**src/design/swm_pkg.sv**
```systemverilog
package swm_pkg;

  localparam int unsigned MAX_WINDOW_DEF = 64;
  localparam int unsigned DATA_W         = 32;
  localparam int unsigned POS_W          = 32;
  localparam int unsigned CFG_W          = 7;
  localparam logic [CFG_W-1:0] WL_RESET  = CFG_W'(3);

  typedef struct packed {
    logic load_in;
    logic rd_en;
    logic rd_tail;
    logic pop_head;
    logic pop_tail;
    logic append;
    logic load_out;
  } swm_cmd_t;

  typedef struct packed {
    logic occ_zero;
    logic occ_full;
    logic expired;
    logic greater;
    logic emit;
    logic out_free;
  } swm_sts_t;

endpackage

```
**src/design/swm_ctrl.sv**
```systemverilog
module swm_ctrl
  import swm_pkg::*;
(
  input  logic     clk,
  input  logic     rst_n,
  input  logic     in_valid,
  output logic     in_stall,
  input  swm_sts_t sts,
  output swm_cmd_t cmd
);

  typedef enum logic [7:0] {
    ST_IDLE    = 8'b0000_0001,
    ST_EXP_RD  = 8'b0000_0010,
    ST_EXP_CMP = 8'b0000_0100,
    ST_DRP_RD  = 8'b0000_1000,
    ST_DRP_CMP = 8'b0001_0000,
    ST_APPEND  = 8'b0010_0000,
    ST_OUT_RD  = 8'b0100_0000,
    ST_OUT_LD  = 8'b1000_0000
  } state_t;

  state_t state_r, state_nxt;

  assign in_stall = (state_r != ST_IDLE);

  always_comb begin
    state_nxt = state_r;
    cmd       = '0;
    unique case (state_r)
      ST_IDLE: begin
        if (in_valid) begin
          cmd.load_in = 1'b1;
          state_nxt   = ST_EXP_RD;
        end
      end
      ST_EXP_RD: begin
        if (sts.occ_zero) begin
          state_nxt = ST_DRP_RD;
        end else begin
          cmd.rd_en = 1'b1;
          state_nxt = ST_EXP_CMP;
        end
      end
      ST_EXP_CMP: begin
        if (sts.expired) begin
          cmd.pop_head = 1'b1;
          state_nxt    = ST_EXP_RD;
        end else begin
          state_nxt = ST_DRP_RD;
        end
      end
      ST_DRP_RD: begin
        if (sts.occ_zero) begin
          state_nxt = ST_APPEND;
        end else begin
          cmd.rd_en   = 1'b1;
          cmd.rd_tail = 1'b1;
          state_nxt   = ST_DRP_CMP;
        end
      end
      ST_DRP_CMP: begin
        if (sts.greater) begin
          state_nxt = ST_APPEND;
        end else begin
          cmd.pop_tail = 1'b1;
          state_nxt    = ST_DRP_RD;
        end
      end
      ST_APPEND: begin
        cmd.append   = 1'b1;
        cmd.pop_head = sts.occ_full;
        state_nxt    = sts.emit ? ST_OUT_RD : ST_IDLE;
      end
      ST_OUT_RD: begin
        cmd.rd_en = 1'b1;
        state_nxt = ST_OUT_LD;
      end
      ST_OUT_LD: begin
        if (sts.out_free) begin
          cmd.load_out = 1'b1;
          state_nxt    = ST_IDLE;
        end
      end
      default: begin
        state_nxt = ST_IDLE;
      end
    endcase
  end

  always_ff @(posedge clk) begin
    if (!rst_n) begin
      state_r <= ST_IDLE;
    end else begin
      state_r <= state_nxt;
    end
  end

endmodule

```
**config.mk**
```make
export PLATFORM = sky130hd
export DESIGN_NAME = swm_ctrl
export DESIGN_NICKNAME = d
export VERILOG_FILES = /design/src/design/swm_pkg.sv /design/src/design/swm_ctrl.sv
export SDC_FILE = /design/constraint.sdc
export NUM_CORES = 1
export LEC_CHECK = 0
export BUFFER_PORTS_ARGS = -buffer_cell sky130_fd_sc_hd__buf_2
export CAP_MARGIN = 20
export CELL_PAD_IN_SITES_DETAIL_PLACEMENT = 1
export CELL_PAD_IN_SITES_GLOBAL_PLACEMENT = 2
export CORE_MARGIN = 2
export CORE_UTILIZATION = 28
export DETAILED_ROUTE_END_ITERATION = 16
export PLACE_DENSITY = 0.76
export SLEW_MARGIN = 40
export SYNTH_ARGS = -nofsm -noshare
export SYNTH_HDL_FRONTEND = slang
export SYNTH_SLANG_ARGS = --single-unit
```
**constraint.sdc**
```tcl
create_clock -name clk -period 4 [get_ports clk]
set_input_delay 0 -clock clk [delete_from_list [all_inputs] [get_ports clk]]
set_output_delay 0 -clock clk [all_outputs]
set_load 0.03 [all_outputs]
```
### Word-level counts from Yosys, hierarchy flattened

Index checks and enable logic that the tools add are counted.

* bits in registers: 8
* output and inout bits: 8
* logic and storage cells: 34
* input bits: 9

* reduce and logical (&&, ||, !) cells: 1
* equal/unequal tests: 11
* mux-type cells: 21

Operators with widths (number)
* $pmux W8 S8: 1
* $mux W8: 2
* $mux W6: 2
* $mux W1: 10
* $eq A8 B1 Y1 const B: 1
* $eq A8 B2 Y1 const B: 1
* $eq A8 B3 Y1 const B: 1
* $eq A8 B4 Y1 const B: 1
* $eq A8 B5 Y1 const B: 1
* $eq A8 B6 Y1 const B: 1
* $eq A8 B7 Y1 const B: 1
* $eq A8 B8 Y1 const B: 1
* $mux W4: 2
* $ne A8 B1 Y1 const B: 1
* $mux W7: 1
* $ne A2 B2 Y1 const B: 2
* $pmux W1 S3: 1
* $mux W2: 1
* $pmux W1 S2: 1
* $reduce_and A2 Y1: 1

### Logic depth before layout (Yosys ltp)

* depth in word-level cells: 3
* mapped depth: 6
* mapped depth without buffers: 5

### Worst setup path before layout

Ideal clock, no wire load.

* kind: reg2out
* start point: reg state_r[3]
* end point: out cmd[6] in the netlist's numbering
* arrival: 1706 ps
* stages on the path, launching flop included: 5
* buffers on the path: 1
* path slack: 2294 ps
* path through: dfxtp_1 -> buf_6 -> nor4_4 -> nand4b_1 -> nor2_1

RTL lines
* from (decl): RTL line swm_ctrl.sv:23 `state_t state_r, state_nxt;`
* from (signal assigned): RTL line swm_ctrl.sv:95 `state_r <= state_nxt;`
* to (decl): RTL line swm_ctrl.sv:9 `output swm_cmd_t cmd`

==> results.ini <==
[clock_network]
cts_buffers = 3
cts.sinks = 8
clk_pin_slew_ns = 0.05
post-cts-setup-buffers = 0
htreeDepth = 1
cts_tree = yes
clock_latency_ns = 0.25
cts_buffer_depth = 2
cts_resized = 0
cts_root_buf = clkbuf_4

[final_layout]
stdcell_count = 110
nNetsFinal = 96
n_antenna_cell = 0
regMostFlops = state_r
drive_gt1_share_pct = 27.06
reg_top3 = state_r: 8 flops
largest_reg_flops = 8
fin_area_um2 = 668.1
area_growth_pct = 27.14

[detailed_routing]
route.vias.total = 531
drc = 0
dr.pass1.iters = 4
wl_um = 1469
drt_iter0_drc = 8
ant_nets = 0
vias_per_cell = 4.827
wl_per_cell_um = 13.35

[critical_path]
worstPathArrival_ns = 1.72
worst_setup_path_start_kind = flip-flop
end_kind = primary output
path_class = flip-flop to primary output
path_max_fanout = 6
crit_required_ns = 4.00

[synth]
yosysUniqueCellTypes = 30
synth_edf_count = 0
synth-seq-cells = 8
synth_ff_type = dfxtp_1
ys_warn_count = 0
async_flop_share_pct = 0
yosysSeqAreaShare_pct = 30.48
syn_inst = 65
synth.avg_cell_area_um2 = 8.085
netlist_area_um2 = 525.5
synth_nets = 74

[power]
p_leak_nw = 0.3083
finalPower_uw = 234.6
power_density_mw_per_mm2 = 351.1
ir_drop_mv = 0.1557

[place]
numPortBuffers = 16
dp_hpwl_um = 1122
routabilityCongestion = 0.8151
placed_cell_area_um2 = 625.6
post-place-ws_ns = 2.500
placedCellCount = 105

[global_route]
grt_usage_pct = 15.56
overflow = 0
antenna_found_initial = 0
grt_pass1_vias = 530
grt_pass1_wl_um = 2428
grt_max_degree = 8

[sta]
relSlewSlack_pct = 75.62
fmax_mhz = 583.0
post-route-min-period_ns = 1.715
tightest_slew_ns = 0.3629
skew_ns = 0.002129
period_share_pct = 42.88
finalSetupViolCount = 0
rsz0062_at_grt = no
finalHoldViolCount = 0
layout_setup_ws_ns = 2.285
maxSlewViolCount = 0
tns_ns = 0

[floorplanning]
coreArea_mm2 = 0.001745
ioPinCount = 17
die_h_um = 47.32
die-area_mm2 = 0.002239
start_util_pct = 30.11
chipWidth_um = 47.32
rows = 15

[hold_path]
hold_class = input pin to flip-flop

[flow_run]
maxCapViolCount = 0

[status]
status = complete, no violations

metrics by stage:
| step | utilization, % | hold WS, ns |
|---|---|---|
| after floorplan | - | 0.07702 |
| after global placement | 35.84 | 0.2528 |
| after detailed placement | 35.84 | 0.2513 |
| after CTS | 38.28 | 0.02194 |
| after global routing | 38.28 | 0.006856 |
| final | 38.28 | 0.02604 |
metal layers:
layer	vias up	track usage, %	part of all wire (%)
met5	-	0	0
met4	0	8.333	0
met3	0	1.154	1.2
met2	4	22.70	48
met1	244	22.53	51
li1	283	-	-
logic make-up (layout without fill, tap and decap cells):
group | count (synthesis) | count (layout) | synth area share, %
AO/OA/AOI/OAI | 13 | 13 | 17.86
AND/OR/NAND/NOR | 35 | 35 | 41.91
buffers and inverters | 7 | 27 | 6.428
flip-flops | 8 | 8 | 30.48
XOR/XNOR | 2 | 2 | 3.334
repair_timing:
| action | CTS | global route |
|---|---|---|
| hold buffers | 2 | 0 |
| setup endpoints to repair | 0 | 0 |
| hold endpoints to repair | 2 | 0 |
synth_stat cells, types with 2 or more instances:
cell type | count | area, µm²
nand3_1 | 4 | 20.02
nor2_1 | 8 | 30.03
xor2_1 | 2 | 17.52
o21ai_0 | 2 | 10.01
dfxtp_1 | 8 | 160.2
a21oi_1 | 2 | 10.01
nand2_1 | 3 | 11.26
inv_1 | 6 | 22.52
nor3_1 | 5 | 25.02
nor2b_1 | 2 | 12.51
o31a_1 | 2 | 17.52
nand4_1 | 3 | 18.77
path summary, 6_finish.rpt:
path,startpoint,to,slack [ns],cells after the start
min,rst_n,state_r[3],0.03,2
min reg2reg,state_r[1],state_r[2],0.61,2
max,state_r[7],cmd[5],2.28,5
max reg2reg,state_r[7],state_r[0],2.47,4
power by group:
group	internal (mW)	total, mW	switching [mW]
combinational	0.0301	0.0809	0.0508
clock	0.0342	0.0598	0.0256
sequential	0.0852	0.0938	0.00857
total	0.150	0.235	0.0850
critical path: stages, from the launching register on:
cell and delay [ns]:
dfxtp_1 0.38, nor4_2 0.42, nand3_1 0.19, a21o_1 0.20, o21ai_0 0.06, buf_2 0.22
layout make-up:
class / count / area [µm²]
sequential: 8 / 160.2
tap: 25 / 31.28
multi-input combinational: 50 / 331.6
timing repair buffer: 18 / 100.1
fill: 220 / 1077
inverter: 6 / 22.52
clock buffer: 3 / 22.52
layout by cell type (no fill, tap or decap), drive strengths merged, types with 3 or more instances in the layout:
master | netlist | layout
dfxtp | 8 | 8
clkbuf | 0 | 3
nand4 | 3 | 3
buf | 1 | 16
nor3 | 5 | 5
nor2 | 8 | 8
inv | 6 | 6
o21ai | 3 | 3
nand3 | 4 | 4
nand2 | 3 | 3
Note: power is estimated with default switching activity, not from simulation.
